## config.mk

```make
export PLATFORM = sky130hd
export DESIGN_NAME = base64_stream_decoder
export DESIGN_NICKNAME = d
export VERILOG_FILES = /design/src/b64d_pkg.sv /design/src/base64_stream_decoder.sv /design/src/b64d_decode.sv /design/src/b64d_result_fifo.sv
export SDC_FILE = /design/constraint.sdc
export NUM_CORES = 1
export LEC_CHECK = 0
export ABC_AREA = 1
export BUFFER_PORTS_ARGS = -buffer_cell sky130_fd_sc_hd__buf_2
export CORE_MARGIN = 2
export CORE_UTILIZATION = 41
export CTS_CLUSTER_SIZE = 10
export DETAILED_ROUTE_END_ITERATION = 6
export MAX_ROUTING_LAYER = met4
export PLACE_DENSITY_LB_ADDON = 0.2
export SLEW_MARGIN = 0
export SYNTH_ARGS = -nofsm -noshare
export SYNTH_HDL_FRONTEND = slang
export SYNTH_SLANG_ARGS = --single-unit
```

## constraint.sdc

```tcl
create_clock -name clk -period 6.25 [get_ports clk]
set_clock_uncertainty 0.1 [all_clocks]
set_input_delay 0.625 -clock clk [delete_from_list [all_inputs] [get_ports clk]]
set_output_delay 0.625 -clock clk [all_outputs]
set_load 0.01 [all_outputs]
```

## src/b64d_pkg.sv

```systemverilog
// Shared types and codes for the base64 stream decoder.
package b64d_pkg;

  localparam logic [1:0] ST_OK         = 2'd0;
  localparam logic [1:0] ST_INVALID    = 2'd1;
  localparam logic [1:0] ST_INCOMPLETE = 2'd2;
  localparam logic [1:0] ST_OVERFLOW   = 2'd3;

  localparam logic KIND_DATA   = 1'b0;
  localparam logic KIND_STATUS = 1'b1;

  localparam logic ACT_CHAR = 1'b0;
  localparam logic ACT_END  = 1'b1;

  localparam logic [7:0] PAD_CHAR = 8'h3D;

  typedef struct packed {
    logic        kind;
    logic [7:0]  data_byte;
    logic [1:0]  status;
    logic [15:0] total_length;
    logic        last;
  } result_t;

  // Up to three results produced by one request, entries 0 .. count-1 are live.
  typedef struct packed {
    logic [1:0]        count;
    result_t [2:0]     res;
  } push_t;

endpackage

```

## src/base64_stream_decoder.sv

```systemverilog
// Top level of the base64 stream decoder: input register, decoder and result queue.
//
// The decoder takes one request per clock on the item channel: a text character
// or the end-of-text marker. A request is registered, decoded in the following
// cycle, and its results (up to three data bytes for a completed group, or one
// status for the end marker) are written into a result queue of 2**FIFO_ADDR_W
// entries that feeds the result channel at one result per cycle while it is not
// stalled. The first result of a request passes through the input register and
// the queue before it can be taken. Sustained throughput is one character per
// cycle, which the queue supports because four characters give at most three
// bytes. The item channel stalls while the queue holds more than 2**FIFO_ADDR_W - 6
// results, which reserves room for the request in the input register and the one
// being accepted; so a result consumer that stalls for long eventually stalls the
// text source. The byte limit is written through the cfg channel, which is always
// ready and should only be written while no text is in flight.
module base64_stream_decoder
  import b64d_pkg::*;
#(
  parameter int FIFO_ADDR_W = 4
) (
  input  logic        clk,
  input  logic        rst,
  // Configuration: byte limit of the destination.
  input  logic        cfg_valid,
  output logic        cfg_ready,
  input  logic [15:0] cfg_data,
  // Item channel.
  input  logic        item_valid,
  output logic        item_stall,
  input  logic        action,
  input  logic [7:0]  character,
  // Result channel.
  output logic        result_valid,
  input  logic        result_stall,
  output logic        result_kind,
  output logic [7:0]  data_byte,
  output logic [1:0]  status,
  output logic [15:0] total_length,
  output logic        last
);

  localparam int DEPTH = 1 << FIFO_ADDR_W;

  logic [15:0]          max_output_bytes;
  logic                 req_valid;
  logic                 req_action;
  logic [7:0]           req_character;
  push_t                push;
  result_t              head;
  logic                 pop;
  logic [FIFO_ADDR_W:0] fifo_count;

  // The register accepts a write in every cycle.
  assign cfg_ready = 1'b1;

  always_ff @(posedge clk) begin
    if (rst) begin
      max_output_bytes <= 16'd1024;
    end else if (cfg_valid && cfg_ready) begin
      max_output_bytes <= cfg_data;
    end
  end

  // Stall when the queue could not absorb the worst case of two requests.
  assign item_stall = (fifo_count > (FIFO_ADDR_W + 1)'(DEPTH - 6));

  // Input register: one request enters per accepted handshake.
  always_ff @(posedge clk) begin
    if (rst) begin
      req_valid <= 1'b0;
    end else begin
      req_valid <= item_valid && !item_stall;
    end
  end

  always_ff @(posedge clk) begin
    if (item_valid && !item_stall) begin
      req_action    <= action;
      req_character <= character;
    end
  end

  b64d_decode u_decode (
    .clk           (clk),
    .rst           (rst),
    .req_valid     (req_valid),
    .req_action    (req_action),
    .req_character (req_character),
    .max_bytes     (max_output_bytes),
    .push          (push)
  );

  assign pop = result_valid && !result_stall;

  b64d_result_fifo #(
    .ADDR_W (FIFO_ADDR_W)
  ) u_fifo (
    .clk       (clk),
    .rst       (rst),
    .push      (push),
    .pop       (pop),
    .out_valid (result_valid),
    .out_data  (head),
    .count     (fifo_count)
  );

  assign result_kind  = head.kind;
  assign data_byte    = head.data_byte;
  assign status       = head.status;
  assign total_length = head.total_length;
  assign last         = head.last;

endmodule

```

## src/b64d_decode.sv

```systemverilog
// Decoder state and the single-pass logic that turns one request into results.
module b64d_decode
  import b64d_pkg::*;
(
  input  logic        clk,
  input  logic        rst,
  input  logic        req_valid,
  input  logic        req_action,
  input  logic [7:0]  req_character,
  input  logic [15:0] max_bytes,
  output push_t       push
);

  logic [17:0] group_bits, group_bits_next;
  logic [1:0]  group_count, group_count_next;
  logic [2:0]  pad_count, pad_count_next;
  logic        finished_by_pad, finished_by_pad_next;
  logic [1:0]  error_code, error_code_next;
  logic [15:0] byte_count, byte_count_next;

  // Returns {is_alphabet, sextet}.
  function automatic logic [6:0] sextet_of(input logic [7:0] ch);
    logic [6:0] r;
    r = 7'd0;
    if (ch >= 8'h41 && ch <= 8'h5A) begin
      r = {1'b1, 6'(ch - 8'h41)};
    end else if (ch >= 8'h61 && ch <= 8'h7A) begin
      r = {1'b1, 6'(ch - 8'h61 + 8'd26)};
    end else if (ch >= 8'h30 && ch <= 8'h39) begin
      r = {1'b1, 6'(ch - 8'h30 + 8'd52)};
    end else if (ch == 8'h2B) begin
      r = {1'b1, 6'd62};
    end else if (ch == 8'h2F) begin
      r = {1'b1, 6'd63};
    end
    return r;
  endfunction

  logic        is_space;
  logic        is_pad;
  logic [6:0]  sx;
  logic [5:0]  sext;
  logic [2:0]  pad_new;
  logic [23:0] triple;
  logic [1:0]  nbytes;
  logic [1:0]  nallow;
  logic [1:0]  nemit;
  logic [16:0] bc_ext, max_ext;

  always_comb begin
    group_bits_next      = group_bits;
    group_count_next     = group_count;
    pad_count_next       = pad_count;
    finished_by_pad_next = finished_by_pad;
    error_code_next      = error_code;
    byte_count_next      = byte_count;
    push                 = '0;

    is_space = (req_character == 8'h20) ||
               (req_character >= 8'h09 && req_character <= 8'h0D);
    is_pad   = (req_character == PAD_CHAR);
    sx       = sextet_of(req_character);
    sext     = is_pad ? 6'd0 : sx[5:0];
    pad_new  = is_pad ? 3'(pad_count + 3'd1) : pad_count;
    triple   = {group_bits, sext};
    nbytes   = (pad_new == 3'd0) ? 2'd3 : ((pad_new == 3'd1) ? 2'd2 : 2'd1);

    // Room left under the limit, counted up to three bytes.
    bc_ext  = {1'b0, byte_count};
    max_ext = {1'b0, max_bytes};
    if (bc_ext >= max_ext) begin
      nallow = 2'd0;
    end else if (bc_ext + 17'd1 >= max_ext) begin
      nallow = 2'd1;
    end else if (bc_ext + 17'd2 >= max_ext) begin
      nallow = 2'd2;
    end else begin
      nallow = 2'd3;
    end
    nemit = (nallow < nbytes) ? nallow : nbytes;

    if (req_valid) begin
      if (req_action == ACT_END) begin
        push.count               = 2'd1;
        push.res[0].kind         = KIND_STATUS;
        push.res[0].status       = (error_code == ST_OK && group_count != 2'd0) ?
                                   ST_INCOMPLETE : error_code;
        push.res[0].total_length = byte_count;
        push.res[0].last         = 1'b1;
        group_bits_next      = '0;
        group_count_next     = '0;
        pad_count_next       = '0;
        finished_by_pad_next = 1'b0;
        error_code_next      = ST_OK;
        byte_count_next      = '0;
      end else if (error_code == ST_OK && !finished_by_pad && !is_space) begin
        if (!is_pad && !sx[6]) begin
          error_code_next = ST_INVALID;
        end else if (group_count != 2'd3) begin
          group_bits_next  = {group_bits[11:0], sext};
          group_count_next = 2'(group_count + 2'd1);
          pad_count_next   = pad_new;
        end else begin
          push.count = nemit;
          push.res[0].data_byte = triple[23:16];
          push.res[1].data_byte = triple[15:8];
          push.res[2].data_byte = triple[7:0];
          for (int k = 0; k < 3; k++) begin
            push.res[k].kind = KIND_DATA;
            push.res[k].last = (2'(k + 1) == nemit);
          end
          if (nallow < nbytes) begin
            error_code_next = ST_OVERFLOW;
          end
          byte_count_next      = byte_count + 16'(nemit);
          finished_by_pad_next = (pad_new != 3'd0);
          group_bits_next      = '0;
          group_count_next     = '0;
          pad_count_next       = '0;
        end
      end
    end
  end

  always_ff @(posedge clk) begin
    if (rst) begin
      group_bits      <= '0;
      group_count     <= '0;
      pad_count       <= '0;
      finished_by_pad <= 1'b0;
      error_code      <= ST_OK;
      byte_count      <= '0;
    end else begin
      group_bits      <= group_bits_next;
      group_count     <= group_count_next;
      pad_count       <= pad_count_next;
      finished_by_pad <= finished_by_pad_next;
      error_code      <= error_code_next;
      byte_count      <= byte_count_next;
    end
  end

endmodule

```

## src/b64d_result_fifo.sv

```systemverilog
// Result queue that takes up to three results a cycle and hands out one per pop.
module b64d_result_fifo
  import b64d_pkg::*;
#(
  parameter int ADDR_W = 3
) (
  input  logic            clk,
  input  logic            rst,
  input  push_t           push,
  input  logic            pop,
  output logic            out_valid,
  output result_t         out_data,
  output logic [ADDR_W:0] count
);

  localparam int DEPTH = 1 << ADDR_W;

  result_t [DEPTH-1:0] entries;
  logic [ADDR_W-1:0]   wr_ptr, rd_ptr;

  assign out_valid = (count != '0);
  assign out_data  = entries[rd_ptr];

  always_ff @(posedge clk) begin
    for (int k = 0; k < 3; k++) begin
      if (2'(k) < push.count) begin
        entries[ADDR_W'(wr_ptr + ADDR_W'(k))] <= push.res[k];
      end
    end
  end

  always_ff @(posedge clk) begin
    if (rst) begin
      wr_ptr <= '0;
      rd_ptr <= '0;
      count  <= '0;
    end else begin
      wr_ptr <= ADDR_W'(wr_ptr + ADDR_W'(push.count));
      if (pop) begin
        rd_ptr <= ADDR_W'(rd_ptr + ADDR_W'(1));
      end
      count <= (ADDR_W + 1)'(count + (ADDR_W + 1)'(push.count) -
                             (ADDR_W + 1)'(pop));
    end
  end

endmodule

```

After elaboration in Yosys (flattened, before gate mapping) --
Index checks and enable logic that the tools add are counted.
Storage, ports and cells: register bits 529, input bits 30, output and inout bits 31, word-level logic and storage cells 250
Operators by class: add/subtract/negate cells 16, order comparisons 23, equal/unequal tests 12, multiplexer cells 76, reductions and logical operators 30
Operator list (count):
- $bwmux W448 | 3
- $mux W448 | 3
- $demux W28 S4 | 3
- $bmux W28 S4 | 1
- $mux W28 | 4
- $mux W18 | 5
- $mux W10 | 8
- $mux W16 | 4
- $mux W11 | 4
- $mux W7 | 5
- $ge A17 B16 Y1 | 2
- $eq A8 B6 Y1 const B | 4
- $mux W2 | 16
- $mux W29 | 1
- $lt A4 B5 Y1 const B | 4
- $add A16 B1 Y17 const B | 1
- $add A16 B2 Y17 const B | 1
- $add A16 B2 Y16 | 1
- $ge A16 B16 Y1 | 1
- $ge A8 B7 Y1 const B | 2
- $le A8 B7 Y1 const B | 2
- $mux W3 | 5
- $logic_and A1 B1 Y1 | 13
- $ge A4 B1 Y1 const B | 3
- other kinds (37) | 61

Depth between registers and ports, before layout --
word-level depth 19, mapped depth 31, depth with buffers taken out 31

Modules after synthesis --
A second synthesis with hierarchy kept.
Second synthesis, totals: cell total of the unflattened synthesis 6536, area total of the unflattened synthesis 38535.7 µm²
By module, submodules not included:
- b64d_result_fifo | times used 1, cells an instance 5598, area each 32377.3 µm², sequential area each 9228.9 µm²
- b64d_decode | times used 1, cells an instance 846, area each 5262.5 µm², sequential area each 840.8 µm²
- base64_stream_decoder | times used 1, cells an instance 92, area each 895.9 µm², sequential area each 610.6 µm²

Worst setup path before layout --
OpenSTA, ideal clock, no wires.
path kind register to register, from reg u_decode.byte_count[2], to reg u_fifo.count[4], library setup time 0.120 ns, arrival 4.575 ns, data required time 6.030 ns, path slack 1.455 ns, cell stages (with the launch flop) 30, path buffers 1, period minus slack after synthesis 4.795 ns, cells stage by stage dfxtp_1 > ha_1 > inv_1 > nor2_1 > inv_1 > nor2_1 > nand2_1 > xor2_1 > nand2_1 > o21ai_0 > ha_1 > and3_1 > nand2_1 > nor2_1 > nand2_1 > inv_1 > nor4_1 > ha_1 > inv_1 > o211ai_1 > nand3_2 > nand2_2 > buf_6 > ha_1 > inv_1 > fa_1 > o21ai_0 > a21oi_1 > o21ai_0 > a21oi_1
On the way: longest elaborated chain between the ends 14, elaborated cells between the ends (all ways) 17, classes of those cells add/sub: 4; order compare: 4; mux: 9
Ends and longest elaborated chain:
- start, declared | RTL line b64d_decode.sv:19 | logic [15:0] byte_count, byte_count_next;
- start signal, assigned | RTL line b64d_decode.sv:139 | byte_count <= byte_count_next;
- $add A16 B2 Y17 | RTL line b64d_decode.sv:75 | end else if (bc_ext + 17'd2 >= max_ext) begin
- $ge A17 B16 Y1 | RTL line b64d_decode.sv:75
- $mux W1 | RTL line b64d_decode.sv:75
- $mux W2 | RTL line b64d_decode.sv:73 | end else if (bc_ext + 17'd1 >= max_ext) begin
- $mux W2 (*) | RTL line b64d_decode.sv:71 | if (bc_ext >= max_ext) begin
- $lt A2 B2 Y1 | RTL line b64d_decode.sv:80 | nemit = (nallow < nbytes) ? nallow : nbytes;
- $mux W2 (*) | RTL line b64d_decode.sv:80
- $mux W11 (*) | RTL line b64d_decode.sv:99 | end else if (group_count != 2'd3) begin
- $mux W11 (*) | RTL line b64d_decode.sv:97 | if (!is_pad && !sx[6]) begin
- $mux W11 (*) | RTL line b64d_decode.sv:96 | end else if (error_code == ST_OK && !finished_by_pad && !is_space) begin
- $mux W2 (*) | RTL line b64d_decode.sv:83 | if (req_action == ACT_END) begin
- $mux W11 (*) | RTL line b64d_decode.sv:82 | if (req_valid) begin
- $add A5 B2 Y5 (*) | RTL line b64d_result_fifo.sv:42 | count <= (ADDR_W + 1)'(count + (ADDR_W + 1)'(push.count) -
- $sub A5 B1 Y5 (*) | RTL line b64d_result_fifo.sv:42
- end signal, assigned | RTL line b64d_result_fifo.sv:42
- end, declared | RTL line b64d_result_fifo.sv:13 | output logic [ADDR_W:0] count
Every way passes the cells marked *; elsewhere a longest branch is shown, timed or not. A chain may end at the register's enable or synchronous reset.

Worst setup path after layout --
from reg u_decode.byte_count[1], to reg u_decode.byte_count[10]
On the way: longest elaborated chain between the ends 12, elaborated cells between the ends (all ways) 15, classes of those cells add/sub: 3; order compare: 4; mux: 8
Ends and longest elaborated chain:
- $add A16 B2 Y17 | RTL line b64d_decode.sv:75
- $ge A17 B16 Y1 | RTL line b64d_decode.sv:75
- $mux W1 | RTL line b64d_decode.sv:75
- $mux W2 | RTL line b64d_decode.sv:73
- $mux W2 | RTL line b64d_decode.sv:71
- $lt A2 B2 Y1 | RTL line b64d_decode.sv:80
- $mux W2 | RTL line b64d_decode.sv:80
- $add A16 B2 Y16 (*) | RTL line b64d_decode.sv:115 | byte_count_next = byte_count + 16'(nemit);
- $mux W16 (*) | RTL line b64d_decode.sv:99
- $mux W16 (*) | RTL line b64d_decode.sv:97
- $mux W16 (*) | RTL line b64d_decode.sv:96
- $mux W16 (*) | RTL line b64d_decode.sv:83
Every way passes the cells marked *; elsewhere a longest branch is shown, timed or not. The select of a mux whose other input is x is not followed.

==> out/results.tsv <==
stage	metric	value	unit
clocking	insertion_delay	0.62	ns
logic_synthesis	synth_common_cells	1,141 x nand2_1, 785 x nor2_1, 520 x dfxtp_1, 391 x nand3_1, 372 x a21oi_1	
clocking	cts.path.max_buffers	3	
clocking	htreeDepth	3	
logic_synthesis	synth.area.top_cells	dfxtp_1 35%, nand2_1 14%, nor2_1 9.9%, nand3_1 6.6%, a21oi_1 6.2%	
detailed_routing	viasPerCell	5.51	
clocking	cts.clk_slew.worst_paths	0.05	ns
logic_synthesis	synth_most_common_cell	nand2_1	
die	die_h	274	um
status	outcome	finished, violations left	
critical_path	worstSetupPathType	reg -> reg	
logic_synthesis	yosysSeqAreaShare	0.358	
logic_synthesis	syn_area_per_cell	6.39	um^2
final_layout	syn2layout_area_growth	10.4	%
clocking	ctsHoldBuffers	0	
pwr	power.leakage	15.6	nW
critical_path	cp.arrival	5.88	ns
logic_synthesis	synthCells	4667	
timing	fin_ws	0.760	ns
placement	hpwl	68000	um
pwr	pwr-share-seq	0.389	
timing	maxSlewViolCount	0	
timing	rsz0062_at_grt	no	
timing	layout_min_cycle_time	5.49	ns
timing	finalHoldViolCount	0	
global_route	grt_max_degree	139	
hold_path	hold_path_class	in -> reg	
pwr	powerDensity	286	nW/um^2
logic_synthesis	synth_edf_count	9	
run	drv_cap	0	
clocking	cts_tree	built	
clocking	numCtsBuffers	66	
pwr	switching_power	3.21	mW
pwr	switching_share	0.341	
logic_synthesis	synth_mux_area_frac	0	
global_route	grt_util_all_layers	0.290	
global_route	antenna_found_initial	0	
timing	setup_viol	0	
critical_path	start_kind	register	
die	ios	61	
detailed_routing	routed_wl	108000	um
logic_synthesis	synth_compound_area_frac	0.160	
detailed_routing	drt-pass1-iter-count	7	
die	dieArea	74900	um^2
pwr	p_int	6.21	mW
timing	tns	0	ns
pwr	pwr-share-comb	0.224	
final_layout	final_util	0.459	
clocking	cts-root-buf	clkbuf_16	
critical_path	worst_setup_path_end_kind	register	
logic_synthesis	netlist_area	29800	um^2
placement	dp_slack	0.470	ns
detailed_routing	dr_total_vias	30834	
critical_path	crit_path_max_incr_delay	0.45	ns
critical_path	cpMaxStageDelayCell	nor4_2	
logic_synthesis	ys_types	49	
global_route	grt_overflow	0	
logic_synthesis	async_reset_ff_frac	0	
global_route	first_global_vias	27533	
timing	relSlewSlack	0.176	
placement	placement.cell_area	30900	um^2
final_layout	final_cell_area	32900	um^2
logic_synthesis	yosys.area_share.adder	0.0339	
critical_path	worst_path_most_repeated_cell	nand2_1	
timing	tightestPinTransition	1.24	ns
die	die_w	274	um
detailed_routing	drcViolationCount	14	
placement	gp_congestion	0.951	
final_layout	fin_nets	4719	
pwr	power.total	9.42	mW
timing	whs	0.0882	ns
detailed_routing	antenna_left	0	
critical_path	required	6.64	ns
critical_path	path_max_fanout	6	
logic_synthesis	syn_nets	4776	
logic_synthesis	yosysTopAreaCellShare	0.349	
clocking	postCtsSetupRepairBufs	0	
logic_synthesis	synth_xor_area_frac	0.00994	
logic_synthesis	synth_largest_area_cell	dfxtp_1	
placement	placed_cells	5492	
pwr	vdd_ir_drop_max	233	uV
logic_synthesis	synth-simple-area-share	0.346	
status	failed_checks	design-rule violations	
global_route	grt_pass1_wl	165000	um
die	core	71700	um^2
detailed_routing	drtIter0Drc	3000	
placement	io_buffers	59	
timing	fmax	0.182	GHz
logic_synthesis	synth_seq_cells	529	
logic_synthesis	synth_warnings	0	
detailed_routing	wire_per_inst	19.3	um
logic_synthesis	synth_top_family_by_area	simple AND/OR/NAND/NOR gates	
logic_synthesis	synthFlopType	dfxtp_1	
clocking	cts.sinks	529	
final_layout	drive_above_1_share	0.0745	
final_layout	instances_no_fill	5592	
final_layout	antenna_cells	0	
die	rows	98	
pwr	power_frac_clock	0.387	
die	start_util	0.416	
timing	period_share	0.878	
final cells by class:
class / instances / area [um^2]
clock buffer: 92 / 1860
clock inverter: 8 / 128
fill: 7546 / 38800
inverter: 404 / 1520
multi-input combinational: 3459 / 16400
sequential: 529 / 10700
tap: 950 / 1190
timing repair buffer: 150 / 1120
critical path, delay by kind of cell, from the launching register on:
| family | cells | cell delay (ns) |
|---|---|---|
| AND/OR/NAND/NOR | 15 | 2.35 |
| adder cells (fa/ha/maj) | 5 | 1.33 |
| flip-flops | 1 | 0.42 |
| AO/OA/AOI/OAI | 2 | 0.41 |
| buffers and inverters | 6 | 0.39 |
| XOR/XNOR | 2 | 0.34 |
power by group through the flow:
stage | Combinational (mW) | Sequential, mW | Clock [mW]
finish | 2.11 | 3.66 | 3.64
global route | 2.33 | 3.67 | 3.82
CTS | 2.08 | 3.66 | 3.69
detailed placement | 2.08 | 3.73 | 0
global placement | 2.07 | 3.73 | 0
floorplan | 1.47 | 3.61 | 0
logic make-up after synthesis:
family	Yosys count
DFF	529
AOI/OAI and AO/OA	872
and+or+nand+nor	2474
buffers and inverters	679
other	1
xor gates and xnor gates	33
adders and majority gates	79
cells in the final DEF (no fill, tap or decap), types with 4 or more instances in the layout:
cell / count
a21oi_1: 372
o221ai_1: 59
nand4_1: 13
xor2_1: 31
ha_1: 76
o211ai_1: 25
o21ai_1: 5
clkbuf_1: 16
nor2_4: 4
inv_2: 14
edfxtp_1: 9
clkinv_1: 19
inv_1: 369
nand3_2: 4
nand2_2: 30
nor2_2: 20
buf_2: 59
dfxtp_1: 517
nand4_2: 23
a211oi_1: 16
clkbuf_16: 67
nand2_4: 4
clkbuf_8: 9
buf_4: 80
nand3_1: 391
nor2_1: 781
buf_12: 11
o22ai_1: 19
nand2_1: 1141
nor3_1: 53
o21ai_0: 361
final timing paths:
kind / start / to / slack [ns] / cells after the start
setup / recovery: u_decode.byte_count[1] / u_decode.byte_count[10] / 0.76 / 30
hold / removal: action / req_action / 0.09 / 1
setup reg to reg: u_decode.byte_count[1] / u_decode.byte_count[10] / 0.76 / 30
hold reg to reg: u_decode.group_bits[14] / u_decode.group_bits[14] / 0.36 / 2
sequential cells by signal (all words and copies together), names as in the netlist:
| signal | flops |
|---|---|
| req_action | 1 |
| u_fifo.rd_ptr | 4 |
| u_fifo.entries | 448 |
| u_fifo.count | 5 |
| u_decode.byte_count | 16 |
| u_decode.error_code | 2 |
| u_decode.group_bits | 18 |
| req_valid | 1 |
| u_decode.pad_count | 3 |
| max_output_bytes | 16 |
| u_decode.group_count | 2 |
| u_decode.finished_by_pad | 1 |
| u_fifo.wr_ptr | 4 |
| req_character | 8 |
metal layers:
metal / vias up / share of wire / global-route usage
met1: 14232 / 0.44 / 0.393
met5: - / 0 / -
li1: 14999 / - / -
met2: 1372 / 0.44 / 0.444
met4: 0 / 0.032 / 0.0981
met3: 231 / 0.081 / 0.0386
what timing repair did:
action | CTS | global route
resized for setup | 0 | 2
endpoints found under the setup margin | 0 | 5
hold endpoints to repair | 0 | 0
Note: power is estimated with default switching activity, not from simulation.
